File: src/rtl/uv_sphere_vertex_generator_macros.svh
// Assertion macros shared by the sphere vertex generator.
`ifndef UV_SPHERE_VERTEX_GENERATOR_MACROS_SVH
`define UV_SPHERE_VERTEX_GENERATOR_MACROS_SVH

`define SVG_ASSERT_IMPLIES(lbl, a, b, msg) \
  lbl: assert property (@(posedge clk) disable iff (rst) (a) |-> (b)) else $error(msg);

`define SVG_ASSERT_NEVER(lbl, a, msg) \
  lbl: assert property (@(posedge clk) disable iff (rst) !(a)) else $error(msg);

`endif

File: src/rtl/svg_pkg.sv
// Shared types and constants of the sphere vertex generator.
package svg_pkg;

  localparam int COUNT_W  = 11;
  localparam int RADIUS_W = 16;
  localparam int DIV_W    = 43;
  localparam int PHASE_W  = 32;
  localparam int CW       = 34;
  localparam int UNIT_W   = 16;
  localparam int POS_W    = 17;
  localparam int TEX_W    = 17;
  localparam int CFG_IDX_W = 2;
  localparam int CFG_DATA_W = 16;
  localparam int ATAN_LEN = 24;

  localparam logic signed [CW-1:0] INV_GAIN = 34'sd652032874;

  localparam logic [CFG_IDX_W-1:0] REG_RADIUS = 2'd0;
  localparam logic [CFG_IDX_W-1:0] REG_STACK_COUNT = 2'd1;
  localparam logic [CFG_IDX_W-1:0] REG_SECTOR_COUNT = 2'd2;

  typedef struct packed {
    logic [COUNT_W-1:0] stack_i;
    logic [COUNT_W-1:0] sector_j;
    logic [COUNT_W-1:0] stack_n;
    logic [COUNT_W-1:0] sector_n;
  } item_t;

  typedef struct packed {
    logic full;
    logic empty;
  } queue_status_t;

  function automatic logic signed [PHASE_W-1:0] atan_turn(input int k);
    logic signed [PHASE_W-1:0] a;
    unique case (k)
      0: a = 32'sd536870912;
      1: a = 32'sd316933406;
      2: a = 32'sd167458907;
      3: a = 32'sd85004756;
      4: a = 32'sd42667331;
      5: a = 32'sd21354465;
      6: a = 32'sd10679838;
      7: a = 32'sd5340245;
      8: a = 32'sd2670163;
      9: a = 32'sd1335087;
      10: a = 32'sd667544;
      11: a = 32'sd333772;
      12: a = 32'sd166886;
      13: a = 32'sd83443;
      14: a = 32'sd41722;
      15: a = 32'sd20861;
      16: a = 32'sd10430;
      17: a = 32'sd5215;
      18: a = 32'sd2608;
      19: a = 32'sd1304;
      20: a = 32'sd652;
      21: a = 32'sd326;
      22: a = 32'sd163;
      23: a = 32'sd81;
      default: a = '0;
    endcase
    return a;
  endfunction

endpackage

File: src/rtl/svg_queue.sv
// Two-entry queue between the front and back stages.
module svg_queue (
  input  logic                   clk,
  input  logic                   rst,
  input  logic                   push,
  input  svg_pkg::item_t         wdata,
  input  logic                   pop,
  output svg_pkg::item_t         rdata,
  output svg_pkg::queue_status_t qstat
);
  import svg_pkg::*;

  item_t      mem [2];
  logic       wptr;
  logic       rptr;
  logic [1:0] count;

  assign qstat.full = (count == 2'd2);
  assign qstat.empty = (count == 2'd0);
  assign rdata = mem[rptr];

  always_ff @(posedge clk) begin
    if (rst) begin
      wptr <= 1'b0;
      rptr <= 1'b0;
      count <= 2'd0;
    end else begin
      if (push) begin
        wptr <= !wptr;
      end
      if (pop) begin
        rptr <= !rptr;
      end
      count <= count + 2'(push) - 2'(pop);
    end
    if (push) begin
      mem[wptr] <= wdata;
    end
  end

endmodule

File: config.mk
export PLATFORM = sky130hd
export DESIGN_NAME = svg_queue
export DESIGN_NICKNAME = d
export VERILOG_FILES = /design/src/rtl/uv_sphere_vertex_generator_macros.svh /design/src/rtl/svg_pkg.sv /design/src/rtl/svg_queue.sv
export SDC_FILE = /design/constraint.sdc
export NUM_CORES = 1
export LEC_CHECK = 0
export ABC_AREA = 1
export ABC_CLOCK_PERIOD_IN_PS = 2700
export BUFFER_PORTS_ARGS = -buffer_cell sky130_fd_sc_hd__buf_4
export CELL_PAD_IN_SITES_DETAIL_PLACEMENT = 0
export CELL_PAD_IN_SITES_GLOBAL_PLACEMENT = 2
export CORE_UTILIZATION = 34
export DETAILED_ROUTE_END_ITERATION = 8
export GPL_TIMING_DRIVEN = 0
export PLACE_DENSITY = 0.74
export SLEW_MARGIN = 10
export SYNTH_ARGS = -nofsm -noshare
export SYNTH_HDL_FRONTEND = slang
export SYNTH_SLANG_ARGS = --single-unit
File: constraint.sdc
create_clock -name clk -period 2.7 [get_ports clk]
set_input_delay 0.405 -clock clk [delete_from_list [all_inputs] [get_ports clk]]
set_output_delay 0.405 -clock clk [all_outputs]
set_load 0.1 [all_outputs]
### Yosys cells after proc, flatten, opt, wreduce, memory -nomap -nowiden

Memories as Yosys holds them, arrays and structs flattened. A register that Yosys moved wholly into a read port is not among the register bits.
Cells that the tools add are included.

| word-level totals | value |
|---|---|
| input port bits | 48 |
| ROM bits | 0 |
| bits in writable memories | 88 |
| bits in latches | 0 |
| register bits | 4 |
| memories | 1 |
| word-level logic and storage cells | 14 |

Memories:

| memory | depth | bits a word | read ports | clocked after Yosys merged registers in | wr ports | RTL line | text |
|---|---|---|---|---|---|---|---|
| mem | 2 | 44 | 1 | 1 | 1 | svg_queue.sv:13 | `item_t mem [2];` |

| operators by class | value |
|---|---|
| $add $sub $neg | 2 |
| divide/modulo/power cells | 0 |
| $lt $le $gt $ge | 0 |
| bitwise operators | 0 |
| shift-type cells | 0 |
| multiplexer cells | 4 |
| reductions and logical operators | 3 |
| equal/unequal tests | 1 |
| $mul | 0 |

Operator list:

| cell | number |
|---|---|
| 2-to-1 mux 1 bit | 4 |
| adder 2 x 1 -> 2 bit | 1 |
| equality test 2 bit, second input constant | 1 |
| logical NOT 1 bit | 2 |
| logical NOT 2 bit | 1 |
| subtractor 2 x 1 -> 2 bit | 1 |

### Depth between registers and ports, before layout

| depth | value |
|---|---|
| depth after elaboration | 3 |
| depth in mapped cells | 7 |
| depth with buffers taken out | 7 |

### Worst setup path after synthesis

OpenSTA, ideal clock, no wires.

| path | value |
|---|---|
| path type | input-to-reg |
| start point | in push |
| end point | mem mem[0][0] in the netlist's numbering (enable) |
| stages on the path | 2 |
| path slack | -0.041 ns |
| data required time | 2.253 ns |
| arrival time | 2.295 ns |
| buffers on the path | 0 |
| cells stage by stage | inv_1 -> nor2_1 |

| on the way | value |
|---|---|
| word-level cells in the longest chain between the ends | 2 |

Ends and longest elaborated chain:

| element | RTL line | text |
|---|---|---|
| from (decl) | svg_queue.sv:5 | `input logic push,` |
| 2-to-1 mux 1 bit | svg_queue.sv:36 | `if (push) begin` |
| 2-to-1 mux 1 bit (implied by the code) | svg_queue.sv:37 | `mem[wptr] <= wdata;` |
| to (decl) | svg_queue.sv:13 |  |

No other way between the ends.

==> results.md <==
* Vias in the first global route at 1821
* Routed WL at 5630 microns
* CP Cell Sequence: buf_6, buf_12, mux2_4, buf_4
* First-pass GRT wire length at 8940 microns
* Slew HR at 64.5%
* PwrDens at 762 nW/um^2
* Synth Area in XOR/XNOR at 0.243%
* Synth Area per Inst at 21.4 sq um
* Post-synthesis adder-cell area fraction at 0.694%
* # resized after CTS at 0
* Post-Synth Simple-Gate Area at 1.53%
* Clock Path Buffers at 2
* CP max FO at 10
* CP startpoint kind: register
* CTS tree: done
* Leading area contributor after synthesis: edfxtp_1
* Top post-synthesis cells by area: edfxtp_1, mux2_4, dfxtp_1
* Lkg Pwr at 1.88 nW
* Setup crit end kind: output port
* Cell Rows at 37
* Main combinational cell family by area after synthesis: multiplexers
* Layout cells sized above 1 at 57.6%
* Diodes inserted at 0
* Largest net degree at the start of global routing at 35
* Wirelength per Cell at 13.6 microns
* Largest delay contributor family on the critical path: buffers and inverters
* Final GP Congestion at 0.642
* Initial antenna violation count at 0
* Placed cells at 400
* Worst hold-check path type: in -> reg
* Most common cell after layout, fill and taps aside: buf_4
* Synth Area in Compound Gates at 0.139%
* Starting DRC count in detailed routing at 38
* Via count at 1764
* RSZ-0062 raised after global routing: no
* CTS Buf Count at 9
* Final Net Count at 325
* Largest stage delay, worst path at 330 ps
* Worst-margin pin slew at 531 ps
* CTS Sinks at 93
* Status: finished, final reports clean
* Worst-Skew Late Latency at 340 ps
* Max rail drop VDD at 0.369 mV
* Netlist Area Pre-Place at 3600 sq um
* Mapped Nets at 218
* Syn. warnings at 0
* HPWL after DPL at 3810 microns
* Mapped Cells at 168
* Clock transition at the registers of the reported paths at 80 ps
* CP Data Required Time at 2300 ps
* Post-synth top area share at 73.3%
* Max Cap Viol at 0
* Avg Vias per Cell at 4.26
* Post-CTS Hold Fix Bufs at 0
* Drc violations at 0
* Die area at 11000 sq um
* Final period util at 72.5%
* CTS Root Buffer Type: clkbuf_8
* Core area at 10300 sq um
* Min cycle time layout at 1960 ps
* Fin cells at 414
* Grt ovf at 0
* # port buffers at 93
* WP buf/inv at 3
* Commonest cells after routing, fill and taps aside: buf_4, edfxtp_1, mux2_4
* Synth cell types at 14
* IO Pins at 94
* WS Path Type: reg -> out
* GRT Total Usage at 11.0%
* Mux cell area share after synthesis at 17.9%
* Initial Util at 35.1%
* Total power draw at 0.00363 W
* Die height at 105 microns
* Peak Freq at 0.511 GHz
* Data arrival time of the critical path at 1550 ps
* Post-CTS setup buffers at 0
* Final setup vio count at 0
* Final Skew at 5.40 ps
* Seq cells post-synth at 93
* Routed Antenna Nets at 0
* Register area share after synthesis at 76.1%
* Area grow syn2layout at 32.0%
* DRT Pass-1 Iters at 4
* Slew Viols, Final at 0
* H-Tree Depth at 3
* Crit-path slowest cell: dfxtp_1
* DIE WIDTH at 105 microns
* Final hold vios at 0
cell families after synthesis:
family,Yosys count
buf+inv,13
fa+ha+maj,2
simple gates,14
flops,93
compound gates,1
xor+xnor,1
mux,44
metal layers:
| metal | global-route usage, % | vias to the layer above | share of wire, % |
|---|---|---|---|
| met3 | 4.62 | 5 | 6.8 |
| met2 | 18.6 | 61 | 51 |
| li1 | - | 847 | - |
| met1 | 12.2 | 851 | 41 |
| met4 | 4.23 | 0 | 1.0 |
| met5 | 0 | - | 0 |
layout make-up:
type                       count  area [sq um]
clock buffer                  10           128
timing repair buffer          96           773
inverter                       8          30.0
buffer                         5          91.3
multi-input combinational     62           747
sequential                    93          2740
fill                         922          5520
clock inverter                 4          75.1
tap                          136           170
power by group:
| group | leakage, nW | total [W] | internal [W] | switching (W) |
|---|---|---|---|---|
| sequential | 0.868 | 0.00169 | 0.00166 | 0.0000205 |
| combinational | 0.922 | 0.000994 | 0.000292 | 0.000701 |
| clock | 0.0945 | 0.000948 | 0.000512 | 0.000436 |
| total | 1.88 | 0.00363 | 0.00247 | 0.00116 |
Yosys cell counts:
master and instances:
edfxtp_1 88, mux2_4 40, inv_1 8, nor2_1 8
dfxtp_1 5, buf_12 4, mux2_2 4, nand2_1 4
ha_1 2, a21oi_1 1, buf_6 1, nand3_1 1
nor3_1 1, xnor2_1 1
sequential cells by signal, summed over array words and instances (netlist names), named ones only:
register	count
count	2
mem	88
rptr	1
wptr	1
through the flow:
step	setup slack (ps)	cell area, sq um	TNS (ps)	utilization (%)	hold slack [ps]
after global routing	658	4760	0	46.3	207
after CTS	695	4760	0	46.3	212
final	743	4760	0	46.3	245
after detailed placement	1090	4550	0	44.3	504
after floorplan	664	3610	0	-	476
after global placement	-115	4470	-4990	43.5	495
worst paths after layout:
check	startpoint	to	slack, ps	cells after the start
min reg2reg	rptr	rptr	520	2
max	register	rdata[17]	740	4
max reg2reg	wptr	mem[0][3]	1380	2
min	wdata[23]	mem[0][23]	250	1
Power figures use the tool's default switching activity.
