**src/rtl/uv_sphere_vertex_generator_macros.svh**
```systemverilog
// Assertion macros shared by the sphere vertex generator.
`ifndef UV_SPHERE_VERTEX_GENERATOR_MACROS_SVH
`define UV_SPHERE_VERTEX_GENERATOR_MACROS_SVH

`define SVG_ASSERT_IMPLIES(lbl, a, b, msg) \
  lbl: assert property (@(posedge clk) disable iff (rst) (a) |-> (b)) else $error(msg);

`define SVG_ASSERT_NEVER(lbl, a, msg) \
  lbl: assert property (@(posedge clk) disable iff (rst) !(a)) else $error(msg);

`endif

```
**src/rtl/svg_pkg.sv**
```systemverilog
// Shared types and constants of the sphere vertex generator.
package svg_pkg;

  localparam int COUNT_W  = 11;
  localparam int RADIUS_W = 16;
  localparam int DIV_W    = 43;
  localparam int PHASE_W  = 32;
  localparam int CW       = 34;
  localparam int UNIT_W   = 16;
  localparam int POS_W    = 17;
  localparam int TEX_W    = 17;
  localparam int CFG_IDX_W = 2;
  localparam int CFG_DATA_W = 16;
  localparam int ATAN_LEN = 24;

  localparam logic signed [CW-1:0] INV_GAIN = 34'sd652032874;

  localparam logic [CFG_IDX_W-1:0] REG_RADIUS = 2'd0;
  localparam logic [CFG_IDX_W-1:0] REG_STACK_COUNT = 2'd1;
  localparam logic [CFG_IDX_W-1:0] REG_SECTOR_COUNT = 2'd2;

  typedef struct packed {
    logic [COUNT_W-1:0] stack_i;
    logic [COUNT_W-1:0] sector_j;
    logic [COUNT_W-1:0] stack_n;
    logic [COUNT_W-1:0] sector_n;
  } item_t;

  typedef struct packed {
    logic full;
    logic empty;
  } queue_status_t;

  function automatic logic signed [PHASE_W-1:0] atan_turn(input int k);
    logic signed [PHASE_W-1:0] a;
    unique case (k)
      0: a = 32'sd536870912;
      1: a = 32'sd316933406;
      2: a = 32'sd167458907;
      3: a = 32'sd85004756;
      4: a = 32'sd42667331;
      5: a = 32'sd21354465;
      6: a = 32'sd10679838;
      7: a = 32'sd5340245;
      8: a = 32'sd2670163;
      9: a = 32'sd1335087;
      10: a = 32'sd667544;
      11: a = 32'sd333772;
      12: a = 32'sd166886;
      13: a = 32'sd83443;
      14: a = 32'sd41722;
      15: a = 32'sd20861;
      16: a = 32'sd10430;
      17: a = 32'sd5215;
      18: a = 32'sd2608;
      19: a = 32'sd1304;
      20: a = 32'sd652;
      21: a = 32'sd326;
      22: a = 32'sd163;
      23: a = 32'sd81;
      default: a = '0;
    endcase
    return a;
  endfunction

endpackage

```
**src/rtl/svg_front.sv**
```systemverilog
// Front stage: takes a grid point, applies count limits and index saturation.
module svg_front #(
  parameter int MAX_COUNT = 1024
) (
  input  logic                          clk,
  input  logic                          rst,
  input  logic                          start,
  input  logic [svg_pkg::COUNT_W-1:0]   stack_index,
  input  logic [svg_pkg::COUNT_W-1:0]   sector_index,
  input  logic [svg_pkg::COUNT_W-1:0]   stack_count,
  input  logic [svg_pkg::COUNT_W-1:0]   sector_count,
  input  svg_pkg::queue_status_t        qstat,
  output logic                          busy,
  output logic                          push,
  output svg_pkg::item_t                item
);
  import svg_pkg::*;

  logic  fvalid;
  logic  ready;
  logic  accept;
  logic [COUNT_W-1:0] ns;
  logic [COUNT_W-1:0] nv;

  function automatic logic [COUNT_W-1:0] eff_count(input logic [COUNT_W-1:0] r);
    logic [COUNT_W-1:0] e;
    if (r == '0) begin
      e = COUNT_W'(1);
    end else if (int'(r) > MAX_COUNT) begin
      e = COUNT_W'(MAX_COUNT);
    end else begin
      e = r;
    end
    return e;
  endfunction

  assign ns = eff_count(stack_count);
  assign nv = eff_count(sector_count);
  assign push = fvalid && !qstat.full;
  assign ready = !fvalid || !qstat.full;
  assign busy = !ready;
  assign accept = start && ready;

  always_ff @(posedge clk) begin
    if (rst) begin
      fvalid <= 1'b0;
    end else begin
      fvalid <= accept || (fvalid && qstat.full);
    end
    if (accept) begin
      item.stack_i  <= (stack_index > ns) ? ns : stack_index;
      item.sector_j <= (sector_index > nv) ? nv : sector_index;
      item.stack_n  <= ns;
      item.sector_n <= nv;
    end
  end

endmodule

```
**config.mk**
```make
export PLATFORM = sky130hd
export DESIGN_NAME = svg_front
export DESIGN_NICKNAME = d
export VERILOG_FILES = /design/src/rtl/uv_sphere_vertex_generator_macros.svh /design/src/rtl/svg_pkg.sv /design/src/rtl/svg_front.sv
export SDC_FILE = /design/constraint.sdc
export NUM_CORES = 1
export LEC_CHECK = 0
export BUFFER_PORTS_ARGS = -buffer_cell sky130_fd_sc_hd__buf_2
export CORE_MARGIN = 1
export CORE_UTILIZATION = 48
export DETAILED_ROUTE_END_ITERATION = 12
export GPL_ROUTABILITY_DRIVEN = 0
export PLACE_DENSITY = 0.8
export SLEW_MARGIN = 20
export SYNTH_ARGS = -nofsm -noshare
export SYNTH_HDL_FRONTEND = slang
export SYNTH_SLANG_ARGS = --single-unit
export TNS_END_PERCENT = 30
```
**constraint.sdc**
```tcl
create_clock -name clk -period 4 [get_ports clk]
set_input_delay 0.8 -clock clk [delete_from_list [all_inputs] [get_ports clk]]
set_output_delay 0.8 -clock clk [all_outputs]
set_load 0.1 [all_outputs]
```
---- Word-level counts from Yosys, hierarchy flattened ----
Cells that the tools add are included.
cells by class
  $mul .................................... 0
  reduce and logical (&&, ||, !) cells .... 10
  shift operators ......................... 0
  add/subtract/negate cells ............... 0
  equality and inequality tests ........... 0
  $lt $le $gt $ge ......................... 4
  divide/modulo/power cells ............... 0
  mux-type cells .......................... 6
  bitwise gates (word level) .............. 0
operators by type and width
  operator                count
  $mux W11                6
  $gt A11 B11 Y1          2
  $gt A11 B11 Y1 const B  2
  $logic_not A11 Y1       2
  $logic_and A1 B1 Y1     3
  $logic_not A1 Y1        3
  $logic_or A1 B1 Y1      2
word-level totals
  output and inout port bits .............. 46
  flip-flop bits (word level) ............. 45
  bits in read-only memories .............. 0
  input port bits ......................... 49
  bits in latches ......................... 0
  RAM bits ................................ 0
  memories ................................ 0

---- Depth between registers and ports, before layout ----
  depth after elaboration ................. 5
  depth in mapped cells ................... 11
  mapped depth without buffers ............ 11

---- Worst setup path after synthesis ----
No wires, ideal clock.
  kind .................................... input -> register
  start point ............................. in qstat[1] (netlist name)
  end point ............................... reg item[0] (netlist name), enable pin
  path buffers ............................ 0
  library setup time ...................... 0.450 ns
  arrival ................................. 3.427 ns
  cell stages on the path ................. 2
  slack ................................... 0.123 ns
  cells stage by stage .................... and2_1 nor2b_1
on the way
  word-level cells in the longest chain between the ends .. 3
RTL lines
  element              RTL line         RTL
  start, declared      svg_front.sv:12  input svg_pkg::queue_status_t qstat,
  $logic_not A1 Y1     svg_front.sv:40  assign ready = !fvalid || !qstat.full;
  $logic_or A1 B1 Y1   svg_front.sv:40
  $logic_and A1 B1 Y1  svg_front.sv:42  assign accept = start && ready;
  via accept           svg_front.sv:21  logic accept;
  end, declared        svg_front.sv:15  output svg_pkg::item_t item
The timed path passes the listed nets, and every way through them passes these cells.
A chain may end at the register's enable or synchronous reset.

---- Worst setup path after layout ----
  start point ............................. in sector_count[6] (netlist name)
  end point ............................... reg item[29] (netlist name), data pin
on the way
  word-level cells in the longest chain between the ends .. 5
  elaborated cells between the ends (all ways) .. 6
  those cells by class .................... 2 x order compare; 3 x mux; 1 x reduce/logical
RTL lines
  element           RTL line         RTL
  start, declared   svg_front.sv:11  input logic [svg_pkg::COUNT_W-1:0] sector_count,
  $gt A11 B11 Y1    svg_front.sv:29  end else if (int'(r) > MAX_COUNT) begin
  $mux W11          svg_front.sv:29
  $mux W11 *        svg_front.sv:27  if (r == '0) begin
  via nv[8]         svg_front.sv:23  logic [COUNT_W-1:0] nv;
  $gt A11 B11 Y1 *  svg_front.sv:52  item.sector_j <= (sector_index > nv) ? nv : sector_index;
  $mux W11 *        svg_front.sv:52
The timed path passes the listed nets; every way through them passes the cells marked *.

==> impl_results.rst <==
.. list-table::
   :header-rows: 1

   * - Metric
     - Value
   * - Share of Yosys cell area claimed by the top area cell type
     - around 56%
   * - Placement-stage cell area
     - roughly 2900 um2
   * - Transition time at the pin with the least slew margin
     - 780 ps
   * - Synthesized cell area
     - approximately 2300 um2
   * - Predominant post-synthesis flop cell
     - sky130_fd_sc_hd__edfxtp_1
   * - Total power of the final layout
     - 0.00130 W
   * - Initial core utilization
     - 49.7%
   * - Clock latency on the worst-skew pair
     - 290 ps
   * - Clock root buffer
     - sky130_fd_sc_hd__clkbuf_8
   * - Ranking of synthesized cells by instance count
     - sky130_fd_sc_hd__edfxtp_1 (44), sky130_fd_sc_hd__inv_1 (24), sky130_fd_sc_hd__ha_1 (22)
   * - Dpl hpwl
     - 3.56 mm
   * - Post-synthesis cell type count
     - 21
   * - Worst clock skew on the final layout
     - around 5.7 ps
   * - Post-Synthesis Net Count
     - around 260
   * - Number of cells in the finished layout apart from fillers
     - 350
   * - Global-route wire length before repair
     - between 7 and 8 mm
   * - Logic depth of the worst register-to-register path
     - 3
   * - Number of cells traversed by the worst hold path
     - 2
   * - Final period util
     - 85.7%
   * - # setup viols final
     - 0
   * - Number of buffers inserted by port buffering
     - 93
   * - Via/cell ratio
     - between 4 and 5
   * - Number of synthesis warnings
     - 0
   * - Post-cts hold buffer count
     - 0
   * - Initial antenna violation count
     - 0
   * - Max Slew Vio Count
     - 0
   * - Cell types with the largest area share after synthesis
     - sky130_fd_sc_hd__edfxtp_1 (56%), sky130_fd_sc_hd__ha_1 (12%), sky130_fd_sc_hd__mux2_2 (9.6%)
   * - Area growth from synthesis to final layout
     - 27.0%
   * - Global router's overall resource usage
     - 17.8%
   * - Initial DRC count
     - 60
   * - Required arrival time at the worst endpoint
     - 4050 ps
   * - Share of final-layout standard cells stronger than drive strength 1
     - between 40 and 50%
   * - Placed insts
     - 343
   * - DP Worst Slack
     - 253 ps
   * - Clock tree from TritonCTS
     - built
   * - Die height
     - 71.9 um
   * - Total gr overflow
     - 0
   * - Relative slew slack
     - 47.9%
   * - Classification of the worst-slack hold path
     - input pin to flop
   * - Number of cell rows
     - 25
   * - Detailed-route via count
     - 1738
   * - Top Ports
     - 95
   * - Routed Antenna Nets
     - 0
   * - Crit path max fanout
     - 10
   * - Power Density
     - between 400 and 500 nW/um2
   * - Most frequent cell after synthesis
     - sky130_fd_sc_hd__edfxtp_1
   * - Number of detailed-route iterations in the first pass
     - 4
   * - Minimum clock period
     - 3430 ps
   * - Fin Setup TNS
     - 0 ps
   * - Result of the run
     - completed
   * - Routed len/inst
     - 13.0 um
   * - Crit path DAT
     - 3480 ps
   * - Final critical-path setup slack
     - 572 ps
   * - Classification of the worst setup path
     - input pin to flop
   * - Yosys reg bits
     - 45
   * - Horiz. Die Dim
     - 71.9 um
   * - Maximum capacitance violations
     - 0
   * - CORE AREA
     - 4720 um2
   * - Share of the yosys chip area belonging to registers
     - 57.1%
   * - RSZ-0062 raised after global routing
     - false
   * - Final hold viol count
     - 0
   * - Highest Clock Rate
     - 292 MHz
   * - Maximum ir drop on the vdd rail
     - approximately 190 uV
   * - CTS H-tree depth
     - 2
   * - Type of element launching the critical path
     - input pin
   * - Post-route cell area
     - 2980 um2
   * - Buffers inserted by post-CTS timing repair
     - 0
   * - CTS-repair resized insts
     - 0
   * - DR DRC count
     - 0
   * - Count of mapped cells out of synthesis
     - 184
   * - Proportion of synthesized flip-flops having asynchronous set or reset
     - 0%
   * - Die Area
     - 5180 um2
   * - Number of sinks on the clock net
     - 45
   * - Area leader, netlist
     - sky130_fd_sc_hd__edfxtp_1
   * - Total clock buffers created by CTS
     - 5
   * - Leakage power summed over all cells
     - ~1.4 nW
   * - Clk pin slew, worst setup/hold paths
     - 80 ps
   * - Kind of end point of the critical path
     - flop
   * - Maximum number of pins on one net before global-route repair
     - 28
   * - Via count of the first global-routing pass
     - 1603
   * - Nets@finish
     - between 300 and 400
   * - Maximum buffer depth of the clock tree
     - 2
   * - Antenna diodes
     - 0
   * - Mean area per synthesized cell
     - 12.8 um2
   * - Wirelength, routed
     - 4.56 mm
   * - Count of flip-flops with a built-in enable after synthesis
     - 44
==> per-layer routing <==
layer	GRT usage (%)	part of all wire (%)	vias up
li1	-	-	871
met1	23.9	45	805
met2	27.0	48	50
met3	4.72	4.4	12
met4	8.71	2.6	0
met5	0	0	-
==> stage by stage <==
stage	util (%)	hold WS [ps]
2_1_floorplan	-	872
3_3_place_gp	61.5	640
3_5_place_dp	61.5	674
4_1_cts	63.1	648
5_1_grt	63.1	639
6_report	63.1	652
==> cell families (layout without fill, tap and decap cells) <==
kind of cell	count (synthesis)	in the layout	share of synthesized area (%)
and+or+nand+nor	45	45	8.79
AOI/OAI and AO/OA	24	24	8.31
muxes	20	20	9.59
DFF	45	45	57.1
adders and majority gates	22	22	11.7
buffers and inverters	28	127	4.48
==> flip-flops by register name (all words and copies together) (netlist names) <==
signal  cells
item       44
fvalid      1
==> cell usage in the layout, fill, tap and decap left out, drive strengths merged <==
master | synthesis | final
a2111oi | 2 | 2
a211oi | 4 | 4
a21oi | 8 | 8
a41oi | 2 | 2
and2 | 2 | 2
buf | 0 | 94
clkbuf | 2 | 6
clkinv | 2 | 3
dfxtp | 1 | 1
edfxtp | 44 | 44
ha | 22 | 22
inv | 24 | 24
mux2 | 20 | 20
nand2 | 21 | 21
nand3 | 2 | 2
nand3b | 2 | 2
nand4 | 4 | 4
nor2 | 8 | 8
nor2b | 2 | 2
nor3 | 2 | 2
nor4 | 2 | 2
o21ai | 8 | 8
==> cell type report <==
cell class	count	area, um2
Fill cell	396	1740
Sequential cell	45	1340
Multi-Input combinational cell	111	910
Timing Repair Buffer	94	473
Inverter	26	97.6
Tap cell	67	83.8
Clock buffer	6	72.6
Clock inverter	1	3.75
==> critical path: stages <==
cell and delay (ps):
sky130_fd_sc_hd__buf_2 100, sky130_fd_sc_hd__nor4_1 260, sky130_fd_sc_hd__nand3_1 130, sky130_fd_sc_hd__o21ai_0 150
sky130_fd_sc_hd__and2_1 190, sky130_fd_sc_hd__inv_1 60, sky130_fd_sc_hd__ha_1 290, sky130_fd_sc_hd__nand4_1 170
sky130_fd_sc_hd__a211oi_1 350, sky130_fd_sc_hd__a2111oi_2 130, sky130_fd_sc_hd__a41oi_4 440, sky130_fd_sc_hd__mux2_2 390
==> path summary, 6_finish.rpt <==
check / start / end / slack, ps
setup / recovery: sector_count[6] / item[29]$_DFFE_PP_ / 570
hold / removal: rst / fvalid$_SDFF_PP0_ / 650
setup reg to reg: fvalid$_SDFF_PP0_ / item[1]$_DFFE_PP_ / 2180
hold reg to reg: fvalid$_SDFF_PP0_ / fvalid$_SDFF_PP0_ / 680
==> power by group <==
group / internal (W) / leakage, nW / switching [W]
Sequential: 0.000565 / 0.444 / 0.00000820
Clock: 0.000118 / 0.0387 / 0.000143
Combinational: 0.000101 / 0.928 / 0.000364
Total: 0.000783 / 1.41 / 0.000515
No activity file was read; power rests on OpenSTA's default activity.
